### src/design/per_id_cpu_usage_sampler_defines.svh
// Assertion macros for the per-id cpu usage sampler.
`ifndef PER_ID_CPU_USAGE_SAMPLER_DEFINES_SVH
`define PER_ID_CPU_USAGE_SAMPLER_DEFINES_SVH
// Implication checked every clock, disabled during reset.
`define PICU_ASSERT_IMP(label, clk, rst_n, ante, cons) \
  label: assert property (@(posedge clk) disable iff (!rst_n) (ante) |-> (cons)) \
    else $error("assertion failed");
// Next-cycle implication, disabled during reset.
`define PICU_ASSERT_NXT(label, clk, rst_n, ante, cons) \
  label: assert property (@(posedge clk) disable iff (!rst_n) (ante) |=> (cons)) \
    else $error("assertion failed");
`endif

### src/design/picu_pkg.sv
// Package: constants and shared types of the cpu usage sampler.
package picu_pkg;
  localparam int SLOTS     = 16;
  localparam int TICK_BITS = 48;
  localparam int ID_BITS   = 16;
  localparam int SLOT_BITS = $clog2(SLOTS);
  localparam int POS_BITS  = $clog2(SLOTS + 1);
  localparam int USE_BITS  = 10;
  localparam int SUM_BITS  = 14;
  localparam int PROD_BITS = TICK_BITS + 10;
  localparam int DIV_CNT_BITS = $clog2(PROD_BITS + 1);
  localparam logic [USE_BITS-1:0] PERMILLE_FULL = 10'd1000;
  localparam logic [SUM_BITS-1:0] SUM_MAX = 14'd16383;

  typedef struct packed {
    logic                 first_of_sample;
    logic [TICK_BITS-1:0] now_ticks;
    logic                 has_record;
    logic [15:0]          proc_id;
    logic [TICK_BITS-1:0] user_ticks;
    logic [TICK_BITS-1:0] kernel_ticks;
    logic                 last_of_sample;
  } in_item_t;

  typedef struct packed {
    logic [3:0]          slot_index;
    logic [15:0]         out_proc_id;
    logic [USE_BITS-1:0] usage_permille;
    logic [SUM_BITS-1:0] total_permille;
    logic                had_baseline;
    logic                dropped;
    logic                record_valid;
    logic                end_of_sample;
  } out_item_t;

  // Controller to datapath.
  typedef struct packed {
    logic load;      // capture input item
    logic srch_step; // compare one slot
    logic div_start; // start the divide
    logic div_step;  // one quotient bit
    logic commit;    // write slot, update totals, load output
  } cmd_t;

  // Datapath to controller.
  typedef struct packed {
    logic srch_done;
    logic need_div;
    logic div_done;
  } sts_t;
endpackage

### src/design/picu_ctrl.sv
// Controller state machine of the cpu usage sampler.
module picu_ctrl import picu_pkg::*; (
  input  logic clk,
  input  logic rst_n,
  input  logic in_valid,
  output logic in_ready,
  output logic out_valid,
  input  logic out_ready,
  input  sts_t sts,
  output cmd_t cmd
);
  localparam logic [2:0] S_IDLE = 3'd0;
  localparam logic [2:0] S_SRCH = 3'd1;
  localparam logic [2:0] S_DIV  = 3'd2;
  localparam logic [2:0] S_COMMIT = 3'd3;
  localparam logic [2:0] S_OUT  = 3'd4;

  logic [2:0] state_r, state_nxt;

  assign in_ready  = (state_r == S_IDLE);
  assign out_valid = (state_r == S_OUT);

  // Next state and commands
  always_comb begin
    state_nxt = state_r;
    cmd = '0;
    case (state_r)
      S_IDLE: begin
        if (in_valid) begin
          cmd.load = 1'b1;
          state_nxt = S_SRCH;
        end
      end
      S_SRCH: begin
        if (sts.srch_done) begin
          if (sts.need_div) begin
            cmd.div_start = 1'b1;
            state_nxt = S_DIV;
          end else begin
            state_nxt = S_COMMIT;
          end
        end else begin
          cmd.srch_step = 1'b1;
        end
      end
      S_DIV: begin
        if (sts.div_done) state_nxt = S_COMMIT;
        else cmd.div_step = 1'b1;
      end
      S_COMMIT: begin
        cmd.commit = 1'b1;
        state_nxt = S_OUT;
      end
      S_OUT: begin
        if (out_ready) state_nxt = S_IDLE;
      end
      default: state_nxt = S_IDLE;
    endcase
  end

  always_ff @(posedge clk) begin
    if (!rst_n) state_r <= S_IDLE;
    else state_r <= state_nxt;
  end
endmodule

### config.mk
export PLATFORM = sky130hd
export DESIGN_NAME = picu_ctrl
export DESIGN_NICKNAME = d
export VERILOG_FILES = /design/src/design/per_id_cpu_usage_sampler_defines.svh /design/src/design/picu_pkg.sv /design/src/design/picu_ctrl.sv
export SDC_FILE = /design/constraint.sdc
export NUM_CORES = 1
export LEC_CHECK = 0
export CAP_MARGIN = 25
export CORE_AREA = 2 2 39 41
export DETAILED_ROUTE_END_ITERATION = 16
export DIE_AREA = 0 0 41 43
export DONT_BUFFER_PORTS = 1
export PLACE_DENSITY = 0.3
export SLEW_MARGIN = 20
export SYNTH_ARGS = -nofsm -noshare
export SYNTH_HDL_FRONTEND = slang
export SYNTH_SLANG_ARGS = --single-unit
### constraint.sdc
create_clock -name clk -period 1.2 [get_ports clk]
set_clock_uncertainty 0.05 [all_clocks]
set_input_delay 0.24 -clock clk [delete_from_list [all_inputs] [get_ports clk]]
set_output_delay 0.24 -clock clk [all_outputs]
set_load 0.02 [all_outputs]
Yosys cells after proc, flatten, opt, wreduce, memory -nomap -nowiden:

Cells that the tools add are included.

* output and inout bits: 7
* bits in registers: 3
* logic and storage cells: 26

* equality and inequality tests: 8
* muxes and demuxes: 15
* reductions and logical operators: 2

Operators by type and width (number)
* 3-bit case mux with 5 select lines: 1
* 3-bit two-way mux: 4
* 1-bit two-way mux: 9
* 3-bit by 2-bit == test with 1-bit output (second input constant): 2
* 2-bit != test (second input constant): 3
* 4-bit AND reduction: 1
* 3-bit by 1-bit == test with 1-bit output (second input constant): 1
* 3-bit == test (second input constant): 1
* 3-bit zero test: 1
* 2-bit two-way mux: 1
* 2-bit by 1-bit != test with 1-bit output (second input constant): 1

Longest topological paths before layout:

Gate-level depths: netlist of the first run.

* depth after elaboration: 3
* gate-level depth with buffers: 4

Least setup slack after synthesis of the first run:

Ideal clock, no wire load.

* path type: reg-to-output
* from: register state_r[0]
* to: output cmd[4] (netlist name)
* buffers on the path: 1
* data required time: 0.910 ns
* setup slack: -0.388 ns
* data arrival time: 1.298 ns
* stages on the path, launching flop included: 4
* cells stage by stage: dfxtp_1 -> buf_2 -> nor3_1 -> and2_1

RTL lines
* from (decl): RTL line picu_ctrl.sv:18 `logic [2:0] state_r, state_nxt;`
* from (signal assigned): RTL line picu_ctrl.sv:63 `else state_r <= state_nxt;`
* to (decl): RTL line picu_ctrl.sv:10 `output cmd_t cmd`

==> results of run 1 <==
metal layers:
layer	vias up	GRT usage [%]	wire, um
met2	11	12.8	336
met1	122	12.3	257
met4	0	10.0	19
li1	123	-	-
met5	-	0	0
met3	2	5.24	48
synthesized netlist by cell type, types with 2 or more instances:
cell type,number,area share (%)
nor4b_1,2,7.8
nand2_1,2,3.3
nor2_1,2,3.3
nor3_1,2,4.4
dfxtp_1,3,27
critical path, stage by stage, from the launching register on:
cell and delay [ns]:
dfxtp_4 0.36, buf_6 0.12, nor4b_4 0.23, buf_4 0.17
stage by stage:
step	hold slack, ns	instance area [um^2]	utilization, %
after CTS	0.0600	442	31.9
after floorplan	0.293	259	-
after detailed placement	0.304	360	26.0
final	0.0767	470	34.0
after global placement	0.303	360	26.0
after global routing	0.0777	470	34.0
final cells by class:
class / instances / area [um^2] / area share, %
clock buffers: 4 / 26.3 / 5.59
flip-flops and latches: 3 / 71.3 / 15.2
repair buffers: 16 / 139 / 29.5
well taps: 16 / 20.0 / 4.26
multi-input cells: 19 / 214 / 45.5
logic make-up (layout without fill, tap and decap cells):
group | after synthesis | count (layout) | share of synthesized area [%]
buffers and inverters | 2 | 20 | 7.22
and+or+nand+nor | 15 | 15 | 50.6
muxes | 1 | 1 | 5.00
AOI/OAI and AO/OA | 3 | 3 | 10.6
DFF | 3 | 3 | 26.7
power by group:
part           internal, mW  leakage, nW  switching [mW]
clock network         0.125       0.0150          0.0522
logic                 0.164        0.163           0.109
registers             0.115       0.0267          0.0208
total                 0.403        0.205           0.182
worst max path at each step:
stage	endpoint	cells after the start	slack (ns)	startpoint
final	cmd[2]	3	-0.20	state_r[1]
after global routing	cmd[2]	3	-0.26	state_r[2]
after CTS	cmd[2]	3	-0.22	state_r[1]
after detailed placement	cmd[2]	3	-0.01	state_r[2]
after global placement	cmd[2]	3	-0.01	state_r[1]
after floorplan	state_r[0]	4	-0.09	state_r[1]
repair_timing:
action | CTS | global route
pin swaps | 4 | 2
gates resized for setup | 13 | 6
buffers inserted | 2 | 1
setup endpoints to repair | 7 | 8
==> run summary, run 1 <==
die width -> 41 um
TritonRoute pass-1 iters -> 2
I/O pin count -> 14
Tmin final -> 1.40 ns
Core ar. -> 1380 um^2
vias per cell -> 4.45
Synth cell types -> 18
dpl hpwl -> 497 um
Filler Cell Count -> 147
Die Ht -> 43 um
Cells after Synth -> 24
dpl cells -> 51
largest net degree at the start of global routing -> 8
failing checks -> setup timing
Final #Nets -> 50
Worst Setup Slack, final -> -0.200 ns
worst r2r dst -> state_r[0]
fin. max-slew vios -> 0
DRC violations left -> 0
hold depth -> 1
Biggest register -> state_r
Synth Net Count -> 31
RR Startpoint -> state_r[1]
Hold Fails Final Rpt -> 0
num rows -> 14
initial DRC count -> 2
max FFs per register -> 3
# clock sinks -> 3
synthesis-stage register bit count -> 3
dominant synthesized flop cell -> dfxtp_1
relative slew slack -> 83.4%
CP required -> 0.91 ns
commonest non-fill, non-tap cell in the layout -> buf_4
GRT Overall Usage -> 10.5%
unrepaired setup endpoints after global routing -> true
GR Overflow Total -> 0
final setup vio count -> 8
H-tree level count -> 1
first-pass GRT wire length -> 1130 um
most frequent cells in the layout -> buf_4, buf_6, clkbuf_4, dfxtp_4, nor4b_4
CTS tree -> yes
Pleak -> 0.205 nW
Post-synth EDFFs -> 0
hold buffer count at CTS -> 0
CTS clk-pin slew, worst paths -> 0.03 ns
final setup TNS -> -1.12 ns
Hold/Removal Path Class -> in2reg
CP Launch Type -> flip-flop
largest registers -> state_r (3)
vias in the first global route -> 249
Warnings, synthesis -> 0
CTS max path bufs -> 2
hold path start -> rst_n
PwrDens -> 1250 nW/um^2
Die Area -> 1760 um^2
Reg2Reg Depth -> 5
pre-CTS setup slack -> -0.0110 ns
Port Buffers -> 0
fraction of layout cells with a size suffix above 1 -> 83.3%
R2R setup slack -> -0.03 ns
status -> finished, violations left
Mapped Area -> 225 um^2
worst skew pair latency -> 0.23 ns
initial antenna violation count -> 0
Post-synth ARST share -> 0%
maximum fanout along the worst path -> 5
# Max-Cap Violations -> 0
Final Cycle Share -> 117%
Antenna Cells -> 0
Worst Hold End -> state_r[2]
area delta synth->final -> 109%
routability cong. -> 0.660
Routed WL per cell -> 11.4 um
Worst Path Arrival -> 1.11 ns
Syn Area/Cell -> 9.38 um^2
Root Driver -> clkbuf_4
final wirelength -> 662 um
Post-Layout Cell Count -> 58
worst slew pin tran -> 0.248 ns
post-synthesis sequential area ratio -> 26.7%
Vias -> 258
fmax -> 714 MHz
CTS Buf Count -> 3
Initial Util -> 16.3%
Worst setup EP type -> output port
total power -> 586 uW
DRT antenna net count -> 0
Crit Path Category -> reg2out
Max VDD drop -> 0.459 mV
(Power assumes the default switching activity.)
==> run 2, diff against run 1 <==
BUFFER_PORTS_ARGS = -buffer_cell sky130_fd_sc_hd__buf_2   (was default)
DONT_BUFFER_PORTS = default   (was 1)
PLACE_DENSITY = 0.36   (was 0.3)
==> run 2 against run 1 <==
  * The run still ends with setup timing left
  * Cell count up 3.4%
  * Cell area down 1.3%
  * Largest power group unchanged
  * Flip-flop and latch count unchanged
  * Global-route usage down 0.72 points
  * Wire length down 0.76%
  * Combinational power down 8.4%
  * Power down 3.3%
  * Worst setup slack worse by 0.021 ns
  * Critical path depth unchanged
  * Clock-buffer cell count unchanged
==> run summary, run 2 (synthesis results as in run 1) <==
fin. max-slew vios -> 0 (unchanged)
Final Cycle Share -> 118% (+1.8 points)
Antenna Cells -> 0 (unchanged)
Hold Fails Final Rpt -> 0 (unchanged)
Worst Setup Slack, final -> -0.221 ns (-0.0210 ns)
Crit Path Category -> reg2out
DRC violations left -> 0 (unchanged)
pre-CTS setup slack -> -0.0872 ns (-0.0763 ns)
first-pass GRT wire length -> 1150 um (+1.9%)
I/O pin count -> 14 (unchanged)
TritonRoute pass-1 iters -> 3 (+1)
unrepaired setup endpoints after global routing -> true
CP max-delay cell -> dfxtp_4
die width -> 41 um (unchanged)
maximum fanout along the worst path -> 7 (+2)
clock power share -> 31.4% (+1.2 points)
Vias -> 248 (-3.9%)
CP Launch Type -> flip-flop
initial antenna violation count -> 0 (unchanged)
Reg area -> 68.8 um^2 (-3.5%)
fmax -> 704 MHz (-1.5%)
relative slew slack -> 82.1% (-1.2 points)
max FFs per register -> 3 (unchanged)
CP bufs+invs -> 2 (unchanged)
hold buffer count at CTS -> 0 (unchanged)
failing checks -> setup timing
Die Ht -> 43 um (unchanged)
CTS clk-pin slew, worst paths -> 0.04 ns (about the same)
crit-path cells -> buf_6 -> nor4b_4 -> buf_4
final setup vio count -> 7 (-1)
cell area after layout -> 464 um^2 (-1.3%)
PwrDens -> 1220 nW/um^2 (-2.0%)
worst skew pair latency -> 0.23 ns (about the same)
status -> finished, violations left
dpl hpwl -> 487 um (-2.0%)
# clock sinks -> 3 (unchanged)
Tmin final -> 1.42 ns (+0.0210 ns)
Initial Util -> 16.3% (unchanged)
Pleak -> 0.206 nW (+0.48%)
delay-heaviest family, CP -> flip-flops
Hold/Removal Path Class -> in2reg
Psw -> 185 uW (+1.2%)
Core ar. -> 1380 um^2 (unchanged)
Worst Path Arrival -> 1.13 ns (+0.02 ns)
vias per cell -> 4.13 (-7.1%)
fraction of layout cells with a size suffix above 1 -> 79.5% (-3.8 points)
GR Overflow Total -> 0 (unchanged)
largest registers -> state_r (3)
H-tree level count -> 1 (unchanged)
Die Area -> 1760 um^2 (unchanged)
Power Internal -> 382 uW (-5.3%)
area occupied by multi-input gates -> 194 um^2 (-9.4%)
max incr delay on CP -> 0.37 ns (about the same)
Max VDD drop -> 0.453 mV (-1.2%)
DRT antenna net count -> 0 (unchanged)
worst slew pin tran -> 0.266 ns (+0.0181 ns)
GRT Overall Usage -> 9.73% (-0.72 points)
combinational power share -> 44.1% (-2.5 points)
Seq pwr share -> 24.5% (+1.3 points)
routability cong. -> 0.661 (+0.15%)
vias in the first global route -> 279 (+12%)
Port Buffers -> 13 (+13)
most frequent cells in the layout -> buf_2, buf_6, buf_4
Final #Nets -> 52 (+4.0%)
Routed WL per cell -> 11.0 um (-4.1%)
CTS tree -> yes
# Max-Cap Violations -> 0 (unchanged)
area delta synth->final -> 106%
post-placement cell area -> 370 um^2 (+2.8%)
initial DRC count -> 2 (unchanged)
Worst setup EP type -> output port
CTS max path bufs -> 2 (unchanged)
num rows -> 14 (unchanged)
CP required -> 0.91 ns (about the same)
Net Sw Frac -> 32.6% (+1.4 points)
final wirelength -> 657 um (-0.76%)
Filler Cell Count -> 151 (+2.7%)
Biggest register -> state_r
Root Driver -> clkbuf_4
largest net degree at the start of global routing -> 8 (unchanged)
CTS Buf Count -> 3 (unchanged)
## run 2: cell types whose count changed in the layout (fill, tap and decap cells not counted), sizes merged
| cell | before | now |
|---|---|---|
| buf | 16 | 18 |
## run 2: area by class of cell
cell class | instances | area share [%]
multi-input combinational | 19 | 41.8
tap | 16 | 4.31
clock buffer | 4 | 5.66
timing repair buffer | 18 | 33.4
sequential | 3 | 14.8
## run 2: worst paths after layout
| check | from | cells after the start | end | slack [ns] |
|---|---|---|---|---|
| hold reg to reg | state_r[0] | 2 | state_r[1] | 0.53 |
| setup reg to reg | state_r[1] | 4 | state_r[0] | 0.01 |
| setup / recovery | state_r[2] | 3 | cmd[2] | -0.22 |
| hold / removal | rst_n | 2 | state_r[2] | 0.23 |
## run 2: metrics by stage
stage               hold WS (ns)  util (%)  total power, mW  std cells  TNS (ns)
floorplan                  0.293         -            0.266         24    -0.444
global placement           0.468      26.8            0.336         55    -0.263
CTS                        0.215      32.9            0.572         60     -1.29
global route               0.227      33.5            0.598         60     -1.56
detailed placement         0.477      26.8            0.337         55    -0.315
finish                     0.228      33.5            0.567         60     -1.18
## run 2: per-layer routing
metal	up-vias	global-route usage (%)	share of wire (%)
met5	-	0	0
li1	125	-	-
met2	12	14.4	50
met4	0	8.00	2.4
met1	109	11.2	38
met3	2	2.09	10
## run 2: power by group through the flow
stage | clock network (mW) | logic (mW) | registers [mW]
3_3_place_gp | 0 | 0.200 | 0.136
2_1_floorplan | 0 | 0.147 | 0.119
3_5_place_dp | 0 | 0.201 | 0.136
5_1_grt | 0.191 | 0.265 | 0.142
6_report | 0.178 | 0.250 | 0.139
4_1_cts | 0.190 | 0.245 | 0.137
## run 2: timing repair
action,in CTS,in global routing
gates resized for setup,18,4
setup buffers,1,0
cloned,0,0
setup endpoints to repair,9,8
pin swaps,5,1
## run 2: worst reg2reg max path: cells and delay by family (launching register included)
kind / cells / cell delay, ns
flip-flops: 1 / 0.37
AND/OR/NAND/NOR: 1 / 0.14
AO/OA/AOI/OAI: 1 / 0.27
buffers and inverters: 2 / 0.26
