**config.mk**
```make
export PLATFORM = sky130hd
export DESIGN_NAME = picu_dp
export DESIGN_NICKNAME = d
export VERILOG_FILES = /design/src/design/per_id_cpu_usage_sampler_defines.svh /design/src/design/picu_pkg.sv /design/src/design/picu_dp.sv
export SDC_FILE = /design/constraint.sdc
export NUM_CORES = 2
export LEC_CHECK = 0
export ABC_CLOCK_PERIOD_IN_PS = 10760
export BUFFER_PORTS_ARGS = -buffer_cell sky130_fd_sc_hd__buf_2
export CORE_MARGIN = 2
export CORE_UTILIZATION = 25
export CTS_CLUSTER_SIZE = 10
export DETAILED_ROUTE_END_ITERATION = 10
export GPL_ROUTABILITY_DRIVEN = 0
export HOLD_SLACK_MARGIN = 0.06
export SLEW_MARGIN = 15
export SYNTH_ARGS = -nofsm -noshare
export SYNTH_HDL_FRONTEND = slang
export SYNTH_SLANG_ARGS = --single-unit
```
**constraint.sdc**
```tcl
create_clock -name clk -period 10.76 [get_ports clk]
set_input_delay 1.614 -clock clk [delete_from_list [all_inputs] [get_ports clk]]
set_output_delay 1.614 -clock clk [all_outputs]
set_load 0.01 [all_outputs]
```
**src/design/per_id_cpu_usage_sampler_defines.svh**
```systemverilog
// Assertion macros for the per-id cpu usage sampler.
`ifndef PER_ID_CPU_USAGE_SAMPLER_DEFINES_SVH
`define PER_ID_CPU_USAGE_SAMPLER_DEFINES_SVH
// Implication checked every clock, disabled during reset.
`define PICU_ASSERT_IMP(label, clk, rst_n, ante, cons) \
  label: assert property (@(posedge clk) disable iff (!rst_n) (ante) |-> (cons)) \
    else $error("assertion failed");
// Next-cycle implication, disabled during reset.
`define PICU_ASSERT_NXT(label, clk, rst_n, ante, cons) \
  label: assert property (@(posedge clk) disable iff (!rst_n) (ante) |=> (cons)) \
    else $error("assertion failed");
`endif

```
**src/design/picu_pkg.sv**
```systemverilog
// Package: constants and shared types of the cpu usage sampler.
package picu_pkg;
  localparam int SLOTS     = 16;
  localparam int TICK_BITS = 48;
  localparam int ID_BITS   = 16;
  localparam int SLOT_BITS = $clog2(SLOTS);
  localparam int POS_BITS  = $clog2(SLOTS + 1);
  localparam int USE_BITS  = 10;
  localparam int SUM_BITS  = 14;
  localparam int PROD_BITS = TICK_BITS + 10;
  localparam int DIV_CNT_BITS = $clog2(PROD_BITS + 1);
  localparam logic [USE_BITS-1:0] PERMILLE_FULL = 10'd1000;
  localparam logic [SUM_BITS-1:0] SUM_MAX = 14'd16383;

  typedef struct packed {
    logic                 first_of_sample;
    logic [TICK_BITS-1:0] now_ticks;
    logic                 has_record;
    logic [15:0]          proc_id;
    logic [TICK_BITS-1:0] user_ticks;
    logic [TICK_BITS-1:0] kernel_ticks;
    logic                 last_of_sample;
  } in_item_t;

  typedef struct packed {
    logic [3:0]          slot_index;
    logic [15:0]         out_proc_id;
    logic [USE_BITS-1:0] usage_permille;
    logic [SUM_BITS-1:0] total_permille;
    logic                had_baseline;
    logic                dropped;
    logic                record_valid;
    logic                end_of_sample;
  } out_item_t;

  // Controller to datapath.
  typedef struct packed {
    logic load;      // capture input item
    logic srch_step; // compare one slot
    logic div_start; // start the divide
    logic div_step;  // one quotient bit
    logic commit;    // write slot, update totals, load output
  } cmd_t;

  // Datapath to controller.
  typedef struct packed {
    logic srch_done;
    logic need_div;
    logic div_done;
  } sts_t;
endpackage

```
**src/design/picu_dp.sv**
```systemverilog
// Datapath: slot table, serial search, restoring divider, totals.
module picu_dp import picu_pkg::*; (
  input  logic      clk,
  input  logic      rst_n,
  input  in_item_t  in_data,
  input  cmd_t      cmd,
  output sts_t      sts,
  output out_item_t out_data
);
  logic [SLOTS-1:0]     slot_valid_r;
  logic [ID_BITS-1:0]   slot_id_r [SLOTS];
  logic [TICK_BITS-1:0] slot_ticks_r [SLOTS];
  logic [TICK_BITS-1:0] prev_time_r;
  logic [POS_BITS-1:0]  pos_r;
  logic [SUM_BITS-1:0]  sum_r;

  in_item_t             item_r;
  logic [TICK_BITS-1:0] total_r, elapsed_r, prev_r;
  logic [POS_BITS-1:0]  jidx_r;
  logic                 found_r;
  logic [PROD_BITS-1:0] dvd_r;
  logic [TICK_BITS:0]   rem_r;
  logic [DIV_CNT_BITS-1:0] dcnt_r;
  logic [POS_BITS-1:0]  cpos;
  logic [SUM_BITS-1:0]  csum;
  logic                 active;
  logic [TICK_BITS-1:0] delta;
  logic [TICK_BITS:0]   trial;
  logic                 over;
  logic [USE_BITS-1:0]  usage;
  logic [SUM_BITS:0]    sum_add;
  logic [ID_BITS-1:0]   id_in;
  logic [SLOT_BITS-1:0] jsel, psel;

  // Position and total as seen by this record (first mark restarts them)
  assign cpos   = item_r.first_of_sample ? '0 : pos_r;
  assign csum   = item_r.first_of_sample ? '0 : sum_r;
  assign active = item_r.has_record && (cpos < POS_BITS'(SLOTS));
  assign id_in  = item_r.proc_id[ID_BITS-1:0];
  assign jsel   = jidx_r[SLOT_BITS-1:0];
  assign psel   = cpos[SLOT_BITS-1:0];
  assign delta  = total_r - prev_r;
  assign trial  = {rem_r[TICK_BITS-1:0], dvd_r[PROD_BITS-1]} - {1'b0, elapsed_r};

  assign sts.srch_done = found_r || (jidx_r == POS_BITS'(SLOTS)) || !active;
  assign sts.need_div  = active && found_r && (elapsed_r != '0);
  assign sts.div_done  = (dcnt_r == '0);

  // Quotient above 1000 saturates to full scale; any bit above the low ten means over 1000
  assign over  = (dvd_r[PROD_BITS-1:USE_BITS] != '0) || (dvd_r[USE_BITS-1:0] > 10'(PERMILLE_FULL));
  assign usage = !sts.need_div ? '0 : (over ? PERMILLE_FULL : dvd_r[USE_BITS-1:0]);
  assign sum_add = {1'b0, csum} + {{(SUM_BITS-USE_BITS+1){1'b0}}, usage};

  // Item capture, search and divide
  always_ff @(posedge clk) begin
    if (cmd.load) begin
      item_r    <= in_data;
      total_r   <= in_data.user_ticks + in_data.kernel_ticks;
      elapsed_r <= in_data.now_ticks - prev_time_r;
      jidx_r    <= '0;
      found_r   <= 1'b0;
    end
    if (cmd.srch_step) begin
      if (slot_valid_r[jsel] && slot_id_r[jsel] == id_in) begin
        found_r <= 1'b1;
        prev_r  <= slot_ticks_r[jsel];
      end else begin
        jidx_r <= jidx_r + 1'b1;
      end
    end
    if (cmd.div_start) begin
      // delta * 1000 = delta * 1024 - delta * 16 - delta * 8
      dvd_r  <= {delta, 10'b0} - {6'b0, delta, 4'b0} - {7'b0, delta, 3'b0};
      rem_r  <= '0;
      dcnt_r <= DIV_CNT_BITS'(PROD_BITS);
    end
    if (cmd.div_step) begin
      if (!trial[TICK_BITS]) begin
        rem_r <= trial;
        dvd_r <= {dvd_r[PROD_BITS-2:0], 1'b1};
      end else begin
        rem_r <= {rem_r[TICK_BITS-1:0], dvd_r[PROD_BITS-1]};
        dvd_r <= {dvd_r[PROD_BITS-2:0], 1'b0};
      end
      dcnt_r <= dcnt_r - 1'b1;
    end
    if (cmd.commit) begin
      if (active) begin
        slot_id_r[psel]    <= id_in;
        slot_ticks_r[psel] <= total_r;
      end
      out_data.slot_index     <= active ? 4'(cpos) : 4'd0;
      out_data.out_proc_id    <= item_r.has_record ? item_r.proc_id : 16'd0;
      out_data.usage_permille <= usage;
      out_data.total_permille <= !active ? csum :
                                 (sum_add > {1'b0, SUM_MAX}) ? SUM_MAX : sum_add[SUM_BITS-1:0];
      out_data.had_baseline   <= active && found_r;
      out_data.dropped        <= item_r.has_record && !active;
      out_data.record_valid   <= item_r.has_record;
      out_data.end_of_sample  <= item_r.last_of_sample;
    end
  end

  // Control state of the table and sample
  always_ff @(posedge clk) begin
    if (!rst_n) begin
      slot_valid_r <= '0;
      prev_time_r  <= '0;
      pos_r        <= '0;
      sum_r        <= '0;
    end else if (cmd.commit) begin
      pos_r <= active ? cpos + 1'b1 : cpos;
      sum_r <= !active ? csum :
               (sum_add > {1'b0, SUM_MAX}) ? SUM_MAX : sum_add[SUM_BITS-1:0];
      if (active) slot_valid_r[psel] <= 1'b1;
      if (item_r.last_of_sample) prev_time_r <= item_r.now_ticks;
    end
  end
endmodule
```
# [Word-level counts from Yosys, hierarchy flattened]
# Memory sizes are Yosys's and may differ from the RTL's. A register that Yosys moved wholly into a read port is not among the register bits.
# Cells that the tools add are included.
[word_totals] register_bits=412 elab_cells=90 in_bits=170 ram_bits=1024 n_memories=2 out_inout_bits=51
[op_classes] mux=28 n_bitwise=1 n_lt_le_gt_ge=6 n_eq_ne=2 addsub=10 reduce_logical=17
[memory_table] name="slot_ticks_r" words=16 width=48 read_ports=1 rd_ports_with_merged_regs=1 write_ports=1 line="picu_dp.sv:12" rtl="logic [TICK_BITS-1:0] slot_ticks_r [SLOTS];"
[memory_table] name="slot_id_r" words=16 width=16 read_ports=1 rd_ports_with_merged_regs=1 write_ports=1 line="picu_dp.sv:11" rtl="logic [ID_BITS-1:0] slot_id_r [SLOTS];"
[ops] operator="48-bit 2-to-1 mux" count=3
[ops] operator="58-bit 2-to-1 mux" count=2
[ops] operator="48-bit nonzero test" count=2
[ops] operator="48-bit subtractor" count=2
[ops] operator="58-bit by 51-bit subtractor with 58-bit output" count=1
[ops] operator="58-bit by 52-bit subtractor with 58-bit output" count=1
[ops] operator="49-bit by 48-bit subtractor with 49-bit output" count=1
[ops] operator="48-bit adder" count=1
[ops] operator="14-bit 2-to-1 mux" count=3
[ops] operator="5-bit 2-to-1 mux" count=5
[ops] operator="10-bit 2-to-1 mux" count=2
[ops] operator="16-bit == test" count=1
[ops] operator="16-bit OR" count=1
[ops] operator="14-bit by 10-bit adder with 15-bit output" count=1
[ops] operator="15-bit by 14-bit > comparator with 1-bit output (second input constant)" count=1
[ops] operator="6-bit 2-to-1 mux" count=2
[ops] operator="5-bit by 1-bit adder with 5-bit output (second input constant)" count=2
[ops] operator="10-bit > comparator (second input constant)" count=1
[ops] operator="4-bit by 5-bit < comparator with 1-bit output (second input constant)" count=2
[ops] operator="1-bit 2-to-1 mux" count=9
[ops] operator="1-bit logical AND" count=6
[ops] operator="6-bit logical NOT" count=1
[ops] operator="2-bit AND reduction" count=3
[ops] operator="6-bit by 1-bit subtractor with 6-bit output (second input constant)" count=1
[ops] operator="8 further kinds" count=10

# [Logic depth before layout (Yosys ltp)]
[depth] ltp_word=10 mapped_depth=30 depth_no_buf=29

# [Worst setup path before layout]
# OpenSTA, ideal clock, no wires.
[synth_timing] path_type="input-to-reg" start="input cmd[0] (netlist name)" end="memory slot_id_r[12][0] (enable)" stages=3 t_arrival_ps=6491 slack_ps=3702 path_buffers=1 cell_sequence="clkbuf_1 nand3_1 nor3_1"
[synth_between] elab_chain_len=2
[synth_lines] item="from (decl)" line="picu_dp.sv:6" rtl="input cmd_t cmd,"
[synth_lines] item="1-bit 2-to-1 mux" line="picu_dp.sv:87" rtl="if (cmd.commit) begin"
[synth_lines] item="1-bit 2-to-1 mux (not written as such)" line="picu_dp.sv:89" rtl="slot_id_r[psel] <= id_in;"
[synth_lines] item="to (decl)" line="picu_dp.sv:11"
# Every way passes these cells.

# [Final worst setup path]
[layout_timing] start="register total_r[0]" end="register dvd_r[57] (data pin)"
[layout_between] elab_chain_len=5
[layout_lines] item="from (decl)" line="picu_dp.sv:18" rtl="logic [TICK_BITS-1:0] total_r, elapsed_r, prev_r;"
[layout_lines] item="from (signal assigned)" line="picu_dp.sv:58" rtl="total_r <= in_data.user_ticks + in_data.kernel_ticks;"
[layout_lines] item="48-bit subtractor *" line="picu_dp.sv:42" rtl="assign delta = total_r - prev_r;"
[layout_lines] item="58-bit by 52-bit subtractor with 58-bit output" line="picu_dp.sv:73" rtl="dvd_r <= {delta, 10'b0} - {6'b0, delta, 4'b0} - {7'b0, delta, 3'b0};"
[layout_lines] item="58-bit by 51-bit subtractor with 58-bit output *" line="picu_dp.sv:73"
[layout_lines] item="58-bit 2-to-1 mux *" line="picu_dp.sv:71" rtl="if (cmd.div_start) begin"
[layout_lines] item="58-bit 2-to-1 mux *" line="picu_dp.sv:77" rtl="if (cmd.div_step) begin"
[layout_lines] item="to (signal assigned)" line="picu_dp.sv:73"
[layout_lines] item="to (signal assigned)" line="picu_dp.sv:80" rtl="dvd_r <= {dvd_r[PROD_BITS-2:0], 1'b1};"
[layout_lines] item="to (signal assigned)" line="picu_dp.sv:83" rtl="dvd_r <= {dvd_r[PROD_BITS-2:0], 1'b0};"
[layout_lines] item="to (decl)" line="picu_dp.sv:21" rtl="logic [PROD_BITS-1:0] dvd_r;"
# Every way passes the cells marked *; elsewhere a longest branch is shown, timed or not. The select of a mux whose other input is x is not followed.
# A chain may end at the register's enable or synchronous reset.

==> impl_metrics.json <==
{
  "max_cap_violations": 0,
  "rsz0062_at_grt": "no",
  "slowest_stage": "o41ai_1",
  "r2r_cells": 26,
  "status": "complete, no violations",
  "multi_input_area_um2": 24500,
  "ys_types": 82,
  "fp-row-count": 193,
  "drc_errors": 0,
  "nNetsFinal": 5507,
  "drive_gt1_frac": 0.173,
  "relSlewSlack": 0.218,
  "yosys_register_bits": 1484,
  "grt_usage": 0.121,
  "cts_made_buffers": 183,
  "h-tree-depth": 4,
  "intPower_w": 0.0125,
  "tns_ns": 0,
  "antenna_found_initial": 7,
  "synthesis.area_um2": 69800,
  "seqPwrFrac": 0.396,
  "post-cts-setup-buffer-count": 0,
  "die_h_um": 532,
  "synth-compound-area-share": 0.0857,
  "synthToLayoutAreaGrowth_pct": 15.4,
  "cts_tree": "done",
  "synth-simple-area-share": 0.0597,
  "clkLatencyLatePin_ns": 0.84,
  "clock_power_share": 0.297,
  "synthMuxAreaShare": 0.112,
  "regArea_um2": 43700,
  "finalMaxSlewViolations": 0,
  "placed_cell_area_um2": 75400,
  "wire_per_inst_um": 20.0,
  "synthXorXnorAreaFrac": 0.0312,
  "worstMarginPinSlew_ns": 1.16,
  "via_per_inst": 4.65,
  "slowest_delay_ns": 0.69,
  "p_comb_frac": 0.307,
  "max_freq_mhz": 128,
  "ir_drop_mv": 0.139,
  "synth_nets": 5212,
  "drt_first_pass_iters": 7,
  "wirelength_um": 176000,
  "n_fill_cell": 27800,
  "grt-ovfl-total": 0,
  "dieArea_um2": 283000,
  "synth_cells": 4731,
  "drt_iter0_drc": 3144,
  "powerDensity_nw_per_um2": 227,
  "clock_sink_count": 1484,
  "fin_crit_ns": 7.83,
  "fin_crit_sh": 0.727,
  "cts_hold_buf": 0,
  "synth-edff-count": 1395,
  "async_flop_share": 0,
  "synth.avg_cell_area_um2": 14.8,
  "min_path_cells": 2,
  "synthAdderAreaFrac": 0.0604,
  "grt_pass1_vias": 42000,
  "postLayoutCellArea_um2": 80500,
  "clk_path_buf_depth": 4,
  "seq_area_frac_synth": 0.626,
  "swShare": 0.318,
  "fin_skew_ns": 0.0885,
  "grt_pass1_wl_um": 265000,
  "clock-root-buffer": "clkbuf_16",
  "grt_max_degree": 103,
  "dp_hpwl_um": 111000,
  "hold_class": "flip-flop to flip-flop",
  "drtAntennaViolNets": 0,
  "setup_viol": 0,
  "dieWidth_um": 532,
  "p_leak_nw": 28.1,
  "worst_ep_arrival_time_ns": 8.40,
  "end_kind": "flip-flop",
  "io_buffers": 220,
  "clkTransAtPathRegs_ns": 0.06,
  "switchingPower_w": 0.00582,
  "dr_total_vias": 40900,
  "path_max_fanout": 17,
  "dominantRegCellSynth": "edfxtp_1",
  "synth_top_family_by_area": "multiplexers",
  "startpoint_type": "flip-flop",
  "initial_utilization": 0.252,
  "pin_count": 221,
  "yosys_warnings": 0,
  "fin_util": 0.291,
  "core_um2": 277000,
  "required_ns": 11.33,
  "finalHoldViolCount": 0,
  "cts.repair.resized": 0,
  "setup.worst_path.class": "flip-flop to flip-flop"
}
-- flip-flops by register name, summed over array words and instances, names as in the netlist --
register,flops
dcnt_r,6
dvd_r,58
elapsed_r,48
found_r,1
id_in,16
item_r,51
jidx_r,5
out_data,48
pos_r,5
prev_r,48
prev_time_r,48
rem_r,48
slot_id_r,256
slot_ticks_r,768
slot_valid_r,16
sum_r,14
total_r,48
-- cell usage after synthesis (all sizes together) (89+ instances only) --
library cell | number | share of area
edfxtp | 1395 | 0.60
nor2 | 261 | 0.014
a21o | 133 | 0.014
a21oi | 318 | 0.023
inv | 280 | 0.015
mux4 | 325 | 0.10
dfxtp | 89 | 0.026
xnor2 | 167 | 0.021
nand2 | 320 | 0.017
o21ai | 217 | 0.016
ha | 270 | 0.048
clkbuf | 125 | 0.0067
-- kinds of logic after synthesis --
kind of cell	after synthesis
adders and majority gates	313
muxes	376
DFF	1484
buffers and inverters	448
xor gates and xnor gates	249
AOI/OAI and AO/OA	950
and+or+nand+nor	911
-- layout make-up --
| class | instances | share of cell area |
|---|---|---|
| Clock buffer | 227 | 0.0603 |
| Inverter | 282 | 0.0131 |
| Sequential cell | 1484 | 0.542 |
| Clock inverter | 23 | 0.00267 |
| Antenna cell | 2 | 0.0000621 |
| Multi-Input combinational cell | 2799 | 0.305 |
| Tap cell | 3705 | 0.0576 |
| Timing Repair Buffer | 276 | 0.0192 |
-- cells in the final DEF, fill, tap and decap left out, drive strengths merged, types with 34 or more instances in the layout --
cell type     n
dfxtp        89
o21bai       36
ha          270
nand4        46
o21a         47
nand3        51
xor2         82
xnor2       167
nand2       320
o21ai       217
edfxtp     1395
a21o        133
buf         275
mux4        325
nor2b        45
a31oi        34
inv         284
nor2        261
mux2i        45
a21oi       318
fa           41
and2         38
clkbuf      228
-- worst max-delay path, delay by kind of cell (launching register included) --
kind	cells	cell delay, ns
flops	1	0.58
buf+inv	2	0.18
compound gates	14	3.78
simple gates	4	0.82
fa+ha+maj	5	1.88
xor+xnor	1	0.33
-- through the flow --
stage / worst slack (ns) / hold slack, ns / total power, W / instances
2_1_floorplan: 3.70 / 0.435 / 0.0115 / 4731
3_3_place_gp: 3.07 / 0.443 / 0.0129 / 8546
3_5_place_dp: 2.94 / 0.446 / 0.0130 / 8546
4_1_cts: 2.90 / 0.454 / 0.0185 / 8796
5_1_grt: 2.20 / 0.470 / 0.0193 / 8797
6_report: 2.93 / 0.455 / 0.0183 / 8798
-- layer usage --
| metal | part of all wire | track usage | vias to the layer above |
|---|---|---|---|
| met5 | 0 | 0 | - |
| met4 | 0.022 | 0.0326 | 0 |
| met3 | 0.045 | 0.0167 | 248 |
| met2 | 0.49 | 0.208 | 1043 |
| met1 | 0.44 | 0.159 | 20900 |
| li1 | - | - | 18700 |
-- worst paths after layout --
check,slack (ns),endpoint,start
max reg2reg,2.93,dvd_r[57],total_r[0]
min,0.45,prev_time_r[9],prev_time_r[9]
max,2.93,dvd_r[57],total_r[0]
min reg2reg,0.45,prev_time_r[9],prev_time_r[9]
-- power by group through the flow --
stage | sequential, W | combinational, W | clock (W)
2_1_floorplan | 0.00716 | 0.00433 | 0
3_3_place_gp | 0.00734 | 0.00557 | 0
3_5_place_dp | 0.00737 | 0.00559 | 0
4_1_cts | 0.00726 | 0.00563 | 0.00558
5_1_grt | 0.00730 | 0.00624 | 0.00579
6_report | 0.00725 | 0.00562 | 0.00544
No activity file was read; power rests on OpenSTA's default activity.
